==> config.mk <==
export PLATFORM = sky130hd
export DESIGN_NAME = cfl_seq
export DESIGN_NICKNAME = d
export VERILOG_FILES = /design/src/cfl_pkg.sv /design/src/cfl_seq.sv
export SDC_FILE = /design/constraint.sdc
export NUM_CORES = 1
export LEC_CHECK = 0
export ABC_AREA = 0
export BUFFER_PORTS_ARGS = -buffer_cell sky130_fd_sc_hd__clkbuf_2
export CAP_MARGIN = 10
export CORE_MARGIN = 4
export CORE_UTILIZATION = 40
export CTS_CLUSTER_DIAMETER = 40
export DETAILED_ROUTE_END_ITERATION = 7
export GPL_ROUTABILITY_DRIVEN = 0
export PLACE_DENSITY = 0.6
export SLEW_MARGIN = 20
export SYNTH_ARGS = -nofsm -noshare
export SYNTH_HDL_FRONTEND = slang
export SYNTH_SLANG_ARGS = --single-unit
export TNS_END_PERCENT = 1
==> constraint.sdc <==
create_clock -name aclk -period 5.2 [get_ports aclk]
set_input_delay 1.04 -clock aclk [delete_from_list [all_inputs] [get_ports aclk]]
set_output_delay 1.04 -clock aclk [all_outputs]
set_load 0.02 [all_outputs]
==> src/cfl_pkg.sv <==
// Shared types and constants for the CTL fixpoint labeler.
`default_nettype none
package cfl_pkg;

    // Structure size and vector widths
    localparam int MAX_STATES = 64;
    localparam int VEC_W      = 64;
    localparam int IDX_W      = (MAX_STATES > 1) ? $clog2(MAX_STATES) : 1;
    localparam int CNT_W      = 7;
    localparam int PASS_W     = 7;
    localparam int FORM_W     = 4;
    localparam int SIDX_W     = 6;

    localparam logic [CNT_W-1:0] STATE_COUNT_RESET = CNT_W'(MAX_STATES);
    localparam logic [IDX_W-1:0] IDX_LAST          = IDX_W'(MAX_STATES - 1);

    // Operation codes
    localparam logic OP_LOAD    = 1'b0;
    localparam logic OP_COMPUTE = 1'b1;

    // Formula codes
    typedef enum logic [FORM_W-1:0] {
        F_EX    = 4'd0,
        F_AX    = 4'd1,
        F_EU    = 4'd2,
        F_AU    = 4'd3,
        F_EF    = 4'd4,
        F_AF    = 4'd5,
        F_EG    = 4'd6,
        F_AG    = 4'd7,
        F_NOT   = 4'd8,
        F_AND   = 4'd9,
        F_OR    = 4'd10,
        F_IMPLY = 4'd11
    } formula_t;

    // Sequencer states
    typedef enum logic [1:0] {
        ST_IDLE,
        ST_SWEEP,
        ST_DONE
    } seq_state_t;

    // Compute command handed from the top level to the sequencer
    typedef struct packed {
        logic                 start;
        logic [FORM_W-1:0]    formula;
        logic [VEC_W-1:0]     p;
        logic [VEC_W-1:0]     q;
        logic [VEC_W-1:0]     mask;
    } cfl_cmd_t;

endpackage
`default_nettype wire

==> src/cfl_seq.sv <==
// Sequencer with the shared row test unit, fixpoint registers and result register.
`default_nettype none
module cfl_seq (
    input  wire logic                        aclk,
    input  wire logic                        aresetn,
    input  wire cfl_pkg::cfl_cmd_t           cmd,
    output logic                             idle,
    output logic      [cfl_pkg::IDX_W-1:0]   rd_addr,
    input  wire logic [cfl_pkg::VEC_W-1:0]   rd_row,
    output logic                             m_valid,
    input  wire logic                        m_ready,
    output logic      [cfl_pkg::VEC_W-1:0]   m_label_vector,
    output logic      [cfl_pkg::PASS_W-1:0]  m_passes_used
);
    import cfl_pkg::*;

    seq_state_t         state_reg, state_next;
    logic [IDX_W-1:0]   idx_reg, idx_next;
    logic               issue_reg, issue_next;
    logic               rd_valid_reg, rd_valid_next;
    logic [IDX_W-1:0]   rd_idx_reg, rd_idx_next;
    logic [VEC_W-1:0]   res_reg, res_next;
    logic [VEC_W-1:0]   step_reg, step_next;
    logic [VEC_W-1:0]   p_reg, p_next;
    logic [VEC_W-1:0]   mask_reg, mask_next;
    logic               univ_reg, univ_next;
    logic               iter_reg, iter_next;
    logic               inv_reg, inv_next;
    logic [PASS_W-1:0]  passes_reg, passes_next;
    logic [VEC_W-1:0]   result_reg, result_next;
    logic               m_valid_reg, m_valid_next;
    logic [VEC_W-1:0]   m_label_reg, m_label_next;
    logic [PASS_W-1:0]  m_passes_reg, m_passes_next;

    logic [VEC_W-1:0]   hit_vec;
    logic               row_bit;
    logic [VEC_W-1:0]   step_full;
    logic [VEC_W-1:0]   grown;

    // Shared row test: exists-successor-in-v or all-successors-in-v
    always_comb begin
        hit_vec   = rd_row & mask_reg & (univ_reg ? ~res_reg : res_reg);
        row_bit   = univ_reg ? (hit_vec == '0) : (hit_vec != '0);
        step_full = step_reg | (VEC_W'(row_bit) << rd_idx_reg);
        grown     = res_reg | (p_reg & step_full);
    end

    // Control registers
    always_ff @(posedge aclk) begin
        if (!aresetn) begin
            state_reg    <= ST_IDLE;
            issue_reg    <= 1'b0;
            rd_valid_reg <= 1'b0;
            m_valid_reg  <= 1'b0;
        end else begin
            state_reg    <= state_next;
            issue_reg    <= issue_next;
            rd_valid_reg <= rd_valid_next;
            m_valid_reg  <= m_valid_next;
        end
    end

    // Datapath registers
    always_ff @(posedge aclk) begin
        idx_reg      <= idx_next;
        rd_idx_reg   <= rd_idx_next;
        res_reg      <= res_next;
        step_reg     <= step_next;
        p_reg        <= p_next;
        mask_reg     <= mask_next;
        univ_reg     <= univ_next;
        iter_reg     <= iter_next;
        inv_reg      <= inv_next;
        passes_reg   <= passes_next;
        result_reg   <= result_next;
        m_label_reg  <= m_label_next;
        m_passes_reg <= m_passes_next;
    end

    // Next state and datapath control
    always_comb begin
        state_next    = state_reg;
        idx_next      = idx_reg;
        issue_next    = issue_reg;
        rd_valid_next = 1'b0;
        rd_idx_next   = rd_idx_reg;
        res_next      = res_reg;
        step_next     = step_reg;
        p_next        = p_reg;
        mask_next     = mask_reg;
        univ_next     = univ_reg;
        iter_next     = iter_reg;
        inv_next      = inv_reg;
        passes_next   = passes_reg;
        result_next   = result_reg;
        m_valid_next  = m_valid_reg;
        m_label_next  = m_label_reg;
        m_passes_next = m_passes_reg;

        // Output register drains independently
        if (m_valid_reg && m_ready) begin
            m_valid_next = 1'b0;
        end

        case (state_reg)
            ST_IDLE: begin
                if (cmd.start) begin
                    mask_next   = cmd.mask;
                    passes_next = '0;
                    univ_next   = 1'b0;
                    iter_next   = 1'b0;
                    inv_next    = 1'b0;
                    p_next      = cmd.mask;
                    res_next    = cmd.p & cmd.mask;
                    idx_next    = '0;
                    step_next   = '0;
                    case (formula_t'(cmd.formula))
                        F_EX: begin
                            state_next = ST_SWEEP;
                            issue_next = 1'b1;
                        end
                        F_AX: begin
                            univ_next  = 1'b1;
                            state_next = ST_SWEEP;
                            issue_next = 1'b1;
                        end
                        F_EU: begin
                            iter_next  = 1'b1;
                            p_next     = cmd.p & cmd.mask;
                            res_next   = cmd.q & cmd.mask;
                            state_next = ST_SWEEP;
                            issue_next = 1'b1;
                        end
                        F_AU: begin
                            iter_next  = 1'b1;
                            univ_next  = 1'b1;
                            p_next     = cmd.p & cmd.mask;
                            res_next   = cmd.q & cmd.mask;
                            state_next = ST_SWEEP;
                            issue_next = 1'b1;
                        end
                        F_EF: begin
                            iter_next  = 1'b1;
                            state_next = ST_SWEEP;
                            issue_next = 1'b1;
                        end
                        F_AF: begin
                            iter_next  = 1'b1;
                            univ_next  = 1'b1;
                            state_next = ST_SWEEP;
                            issue_next = 1'b1;
                        end
                        F_EG: begin
                            // EG p = not A[true U not p]
                            iter_next  = 1'b1;
                            univ_next  = 1'b1;
                            inv_next   = 1'b1;
                            res_next   = ~cmd.p & cmd.mask;
                            state_next = ST_SWEEP;
                            issue_next = 1'b1;
                        end
                        F_AG: begin
                            // AG p = not E[true U not p]
                            iter_next  = 1'b1;
                            inv_next   = 1'b1;
                            res_next   = ~cmd.p & cmd.mask;
                            state_next = ST_SWEEP;
                            issue_next = 1'b1;
                        end
                        F_NOT: begin
                            result_next = ~cmd.p & cmd.mask;
                            state_next  = ST_DONE;
                        end
                        F_AND: begin
                            result_next = cmd.p & cmd.q & cmd.mask;
                            state_next  = ST_DONE;
                        end
                        F_OR: begin
                            result_next = (cmd.p | cmd.q) & cmd.mask;
                            state_next  = ST_DONE;
                        end
                        F_IMPLY: begin
                            result_next = (~cmd.p | cmd.q) & cmd.mask;
                            state_next  = ST_DONE;
                        end
                        default: begin
                            // unknown code: dropped, no result
                            state_next = ST_IDLE;
                        end
                    endcase
                end
            end

            ST_SWEEP: begin
                // Issue row reads one per cycle
                if (issue_reg) begin
                    rd_valid_next = 1'b1;
                    rd_idx_next   = idx_reg;
                    if (idx_reg == IDX_LAST) begin
                        issue_next = 1'b0;
                    end else begin
                        idx_next = idx_reg + IDX_W'(1);
                    end
                end

                // Collect one row test result per cycle
                if (rd_valid_reg) begin
                    step_next = step_full;
                    if (rd_idx_reg == IDX_LAST) begin
                        if (!iter_reg) begin
                            result_next = step_full & mask_reg;
                            state_next  = ST_DONE;
                        end else begin
                            passes_next = passes_reg + PASS_W'(1);
                            if (grown == res_reg) begin
                                result_next = (inv_reg ? ~res_reg : res_reg) & mask_reg;
                                state_next  = ST_DONE;
                            end else begin
                                // next pass from the grown vector
                                res_next   = grown;
                                step_next  = '0;
                                idx_next   = '0;
                                issue_next = 1'b1;
                            end
                        end
                    end
                end
            end

            ST_DONE: begin
                if (!m_valid_reg || m_ready) begin
                    m_valid_next  = 1'b1;
                    m_label_next  = result_reg;
                    m_passes_next = passes_reg;
                    state_next    = ST_IDLE;
                end
            end

            default: begin
                state_next = ST_IDLE;
            end
        endcase
    end

    assign idle           = (state_reg == ST_IDLE);
    assign rd_addr        = idx_reg;
    assign m_valid        = m_valid_reg;
    assign m_label_vector = m_label_reg;
    assign m_passes_used  = m_passes_reg;

    // Pass count bounded by one pass per state plus the settling pass
    a_passes_bound: assert property (@(posedge aclk) disable iff (!aresetn)
        (state_reg == ST_DONE) |-> (passes_reg <= PASS_W'(MAX_STATES + 1)))
        else $error("fixpoint pass count out of range");

    // Result never has bits outside the states in use
    a_result_masked: assert property (@(posedge aclk) disable iff (!aresetn)
        (state_reg == ST_DONE) |-> ((result_reg & ~mask_reg) == '0))
        else $error("result has bits beyond state count");

    // Non-iterating operators report zero passes
    a_no_pass: assert property (@(posedge aclk) disable iff (!aresetn)
        (state_reg == ST_DONE && !iter_reg) |-> (passes_reg == '0))
        else $error("pass count set for non-fixpoint operator");

    // Fixpoint vector only grows within one computation
    a_monotone: assert property (@(posedge aclk) disable iff (!aresetn)
        (state_reg == ST_SWEEP && $past(state_reg) == ST_SWEEP)
            |-> (($past(res_reg) & ~res_reg) == '0))
        else $error("fixpoint vector lost a state");

    // Row data returns only during a sweep
    a_rd_in_sweep: assert property (@(posedge aclk) disable iff (!aresetn)
        rd_valid_reg |-> (state_reg == ST_SWEEP))
        else $error("row data outside sweep");

endmodule
`default_nettype wire
# Yosys cells after proc, flatten, opt, wreduce, memory -nomap -nowiden
# Cells that the tools add are included.
# Widths: inputs -> output; s select.
# totals
out_inout_bits	79
reg_bits	418
in_bits	264
word_cells	149
# classes
n_eq_ne	25
n_shift	1
add_sub_neg	2
muxes	61
reduce_logical	25
n_bitwise	18
# ops
operator	count
$mux 64	18
$and 64x64->64	12
$pmux 64 s2	4
$or 64x64->64	4
$pmux 64 s4	1
$not 64->64	2
$eq 64x64->1	1
$logic_not 64->1	1
$reduce_bool 64->1	1
$shl 1x6->64	1
$mux 6	7
$mux 7	4
$eq 4x3->1 const B	4
$eq 4x4->1 const B	4
$mux 1	16
$ne 2x2->1 const B	7
$pmux 7 s2	1
$eq 6x6->1 const B	2
$mux 2	6
$pmux 6 s2	1
$reduce_and 6->1	2
$reduce_and 2->1	5
$reduce_and 5->1	2
$eq 4x2->1 const B	2
21 further kinds	24

# Longest topological paths before layout
# logic_depth
depth_word	15
ltp_mapped	13
mapped_depth_nobuf	9

# Least setup slack after synthesis
# No wires, ideal clock.
# synth_timing
kind	input port to flip-flop
startpoint	input port cmd[196] (netlist name)
endpoint	register result_reg[0] (enable)
n_path_buf	0
slack_ns	-0.141
t_required_ns	4.805
stages	3
t_arrival_ns	4.945
setup_ns	0.395
path_cell_list	nand2_1 > inv_1 > a21bo_2
# synth_via
elab_chain_len	2
# synth_rtl
item	line	rtl
from (decl)	cfl_seq.sv:6	input wire cfl_pkg::cfl_cmd_t cmd,
$ne 2x2->1 (no line)	n/a	
$reduce_and 6->1 (no line)	n/a	
to (signal assigned)	cfl_seq.sv:75	result_reg <= result_next;
to (decl)	cfl_seq.sv:30	logic [VEC_W-1:0] result_reg, result_next;
# No other way between the ends.
# A chain may end at the register's enable or synchronous reset.

# Final worst setup path
# layout_timing
startpoint	register univ_reg
endpoint	register result_reg[50] (enable)
# layout_via
elab_chain_len	11
word_cells_on_any_way	12
cone_classes	eq/ne: 2; shift: 1; mux: 2; bitwise: 4; reduce/logical: 3
# layout_rtl
item	line	rtl
from (decl)	cfl_seq.sv:26	logic univ_reg, univ_next;
from (signal assigned)	cfl_seq.sv:71	univ_reg <= univ_next;
$mux 64	cfl_seq.sv:42	hit_vec = rd_row & mask_reg & (univ_reg ? ~res_reg : res_reg);
$and 64x64->64	cfl_seq.sv:42	
$reduce_bool 64->1 / $logic_not 64->1 (equally long branches)	cfl_seq.sv:43	row_bit = univ_reg ? (hit_vec == '0) : (hit_vec != '0);
$mux 1 (*)	cfl_seq.sv:43	
$shl 1x6->64 (*)	cfl_seq.sv:44	step_full = step_reg | (VEC_W'(row_bit) << rd_idx_reg);
$or 64x64->64 (*)	cfl_seq.sv:44	
$and 64x64->64 (*)	cfl_seq.sv:45	grown = res_reg | (p_reg & step_full);
$or 64x64->64 (*)	cfl_seq.sv:45	
$eq 64x64->1 (*)	cfl_seq.sv:215	if (grown == res_reg) begin
$ne 3x3->1 (no line) (*)	n/a	
$reduce_and 6->1 (no line) (*)	n/a	
# Mark *: on every way between the ends. The rest lies on a longest branch, timed or not.

==> reports/metrics.csv <==
stage,metric,value,unit
clock_network,clock slew at reported path FFs,0.05,ns
yosys,Yosys cell types,60,
power,Logic pwr share,18.9,%
floorplan,Die Y,255,µm
place,I/O Buffers,342,
clock_network,post-cts resize count,0,
route,wl on met1,35600,µm
clock_network,Hold Buf Count CTS,0,
yosys,Cells after Synth,2154,
floorplan,Die ar.,65000,µm²
yosys,syn_nets,2420,
power,internal power,0.00782,W
clock_network,H-tree depth,3,
route,Avg Vias per Cell,6.23,
worst_setup_path,worst r2r dst,result_reg[50],
timing,fmax,201,MHz
status,outcome,"complete, no violations",
timing,final setup vio count,0,
cells_and_area,Non-Filler Instances,3296,
route,Routed Antenna Nets,0,
yosys,synthesized area per cell,11.3,µm²
cells_and_area,fin nets,2722,
worst_setup_path,Startpoint Class,flop,
yosys,asr flop ratio synth,0,%
cells_and_area,design area,29400,µm²
floorplan,# rows,90,
timing,Worst slew margin,31.9,%
timing,fin crit period,4.98,ns
route,met2 wire length,42300,µm
timing,"Hold Violations, Final",0,
route,top sig layer,met4,
timing,pins over their slew limit,0,
timing,RSZ-0062 raised after global routing,false,
power,Sw Ratio,31.5,%
global_route,initial antenna violation count,3,
yosys,"FF+latch count, synth",418,
job,Max-Cap Viols,0,
timing,Tightest Pin Transition,1.02,ns
route,routed wire length,90900,µm
floorplan,Die X,255,µm
power,Leakage,10.8,nW
clock_network,CTS tree,done,
floorplan,starting density of the core,40.4,%
worst_setup_path,worst r2r path cells,12,
timing,Worst Skew,0.0305,ns
worst_setup_path,Critical Path Sink Type,flop,
min_path,hold crit path type,flop to flop,
place,DP Area,27000,µm²
worst_setup_path,Worst EP arrival,5.22,ns
floorplan,Core Footprint,60400,µm²
clock_network,setup bufs post-CTS,0,
power,Reg power frac,40.1,%
worst_setup_path,CP required,5.44,ns
clock_network,Longest Clk Path Bufs,3,
yosys,synthesized area,24400,µm²
floorplan,I/O pin cnt,343,
worst_setup_path,start of the worst register-to-register path,univ_reg,
min_path,Hold Crit Start,result_reg[11],
timing,Tcrit/Tclk final,95.8,%
power,Clock power frac,41.0,%
global_route,largest net degree at the start of global routing,130,
global_route,number of global-route vias before repair,20000,
power,Sw Pwr,0.00359,W
yosys,Post-synth top flop,edfxtp_1,
worst_setup_path,worst setup path start,univ_reg,
global_route,GRT Resource Usage Total,27.1,%
timing,Worst Hold Slack,0.414,ns
clock_network,CTS buffer count,74,
route,drt wl/cell,27.6,µm
worst_setup_path,Setup crit end,result_reg[50],
worst_setup_path,Crit Path Class,flop to flop,
cells_and_area,layout cells sized above 1,26.3,%
timing,final setup TNS,0,ns
place,hpwl dp,65200,µm
global_route,gr ovfl total,0,
power,VDD IR-drop max,0.247,mV
power,Power Dens Cells,388,nW/µm²
cells_and_area,P&R area growth vs syn,20.4,%
route,Initial DRC Count,2333,
clock_network,Worst-Skew Late Latency,0.63,ns
yosys,YS warnings,0,
min_path,Worst Hold Depth,0,
yosys,post-synthesis sequential area ratio,51.2,%
clock_network,Clock Sinks,418,
clock_network,CTS Root Cell,clkbuf_16,
route,DR DRC count,0,
worst_setup_path,crit path max fanout,35,
route,drt first pass iters,6,
place,dpl cells,3162,
worst_setup_path,register-to-register setup slack,0.22,ns
route,total number of vias,20500,
yosys,number of flops mapped to enable cells by yosys,413,
global_route,first-pass GRT wire length,131000,µm
route,met3 WL,9000,µm
==> layout make-up <==
class / instances / area [µm²]
diodes: 2 / 5.00
clock inverters: 51 / 485
multi-input cells: 1494 / 11000
inverters: 77 / 294
repair buffers: 391 / 2200
fillers: 5515 / 31000
clock buffers: 81 / 1890
flip-flops and latches: 418 / 12500
well taps: 782 / 978
==> layout by cell type, fill, tap and decap left out, types with 15 or more instances in the layout <==
master,n
edfxtp_1,413
clkbuf_2,340
nand2_1,185
o2111ai_1,123
nor2_1,88
a21oi_1,86
nand3b_1,81
inv_1,75
clkbuf_16,74
nand2b_1,73
nor2b_1,71
xnor2_1,70
mux2i_1,66
or2_2,66
xor2_1,65
o211ai_1,65
mux4_2,64
o21a_1,64
a41oi_1,52
o21ai_0,51
buf_4,42
o22ai_1,32
nand4_1,24
a31oi_1,20
nand3_1,17
nor4_1,15
==> kinds of logic (layout without fill, tap and decap cells) <==
family	after synthesis	after routing	share of synthesized area (%)
xor+xnor	135	135	4.84
buf+inv	242	600	3.86
fa+ha+maj	2	2	0.103
flops	418	418	51.2
other cells	0	2	0
compound gates	540	540	15.9
simple gates	687	687	15.5
mux	130	130	8.61
==> synthesized netlist by cell type (66+ instances only) <==
cell / instances / area, µm²
edfxtp_1: 413 / 12400
nand2_1: 187 / 702
clkbuf_1: 130 / 488
o2111ai_1: 123 / 1080
nor2_1: 89 / 334
a21oi_1: 86 / 430
nand3b_1: 81 / 608
inv_1: 76 / 285
nand2b_1: 76 / 475
nor2b_1: 74 / 463
xnor2_1: 70 / 613
mux2i_1: 66 / 661
or2_2: 66 / 413
==> power by group through the flow <==
stage          Clock [W]  Combinational, W  Sequential, W
2_1_floorplan          0           0.00137        0.00448
4_1_cts          0.00474           0.00213        0.00455
6_report         0.00468           0.00216        0.00457
3_5_place_dp           0           0.00211        0.00460
3_3_place_gp           0           0.00208        0.00460
5_1_grt          0.00488           0.00231        0.00459
==> metrics by stage <==
stage,setup slack [ns],power (W),util [%]
floorplan,0.456,0.00585,-
global placement,0.461,0.00668,44.7
detailed placement,0.313,0.00672,44.7
CTS,0.295,0.0114,48.7
global route,0.0193,0.0118,48.7
finish,0.220,0.0114,48.7
==> worst min path at each step <==
stage / slack (ns) / to
3_3_place_gp: 0.40 / m_label_vector[56]
6_report: 0.41 / m_label_vector[11]
2_1_floorplan: 0.40 / m_label_vector[0]
5_1_grt: 0.42 / m_label_vector[10]
4_1_cts: 0.42 / m_label_vector[56]
3_5_place_dp: 0.41 / m_label_vector[59]
==> worst max-delay path, stage by stage (launching register included) <==
cell,delay [ns]
edfxtp_1,0.63
buf_12,0.32
buf_4,0.29
xnor2_1,0.15
o22ai_1,0.09
nor4_1,0.63
nand4_1,0.50
nor4_1,0.47
a221oi_2,0.10
nor4_4,0.45
o21ai_0,0.20
a21bo_4,0.23
buf_4,0.45
==> layer usage <==
layer | vias up | track usage (%)
met5 | - | 0
met1 | 10200 | 35.6
met3 | 222 | 6.94
met4 | 0 | 11.7
li1 | 8920 | -
met2 | 1176 | 43.0
(Power assumes the default switching activity.)
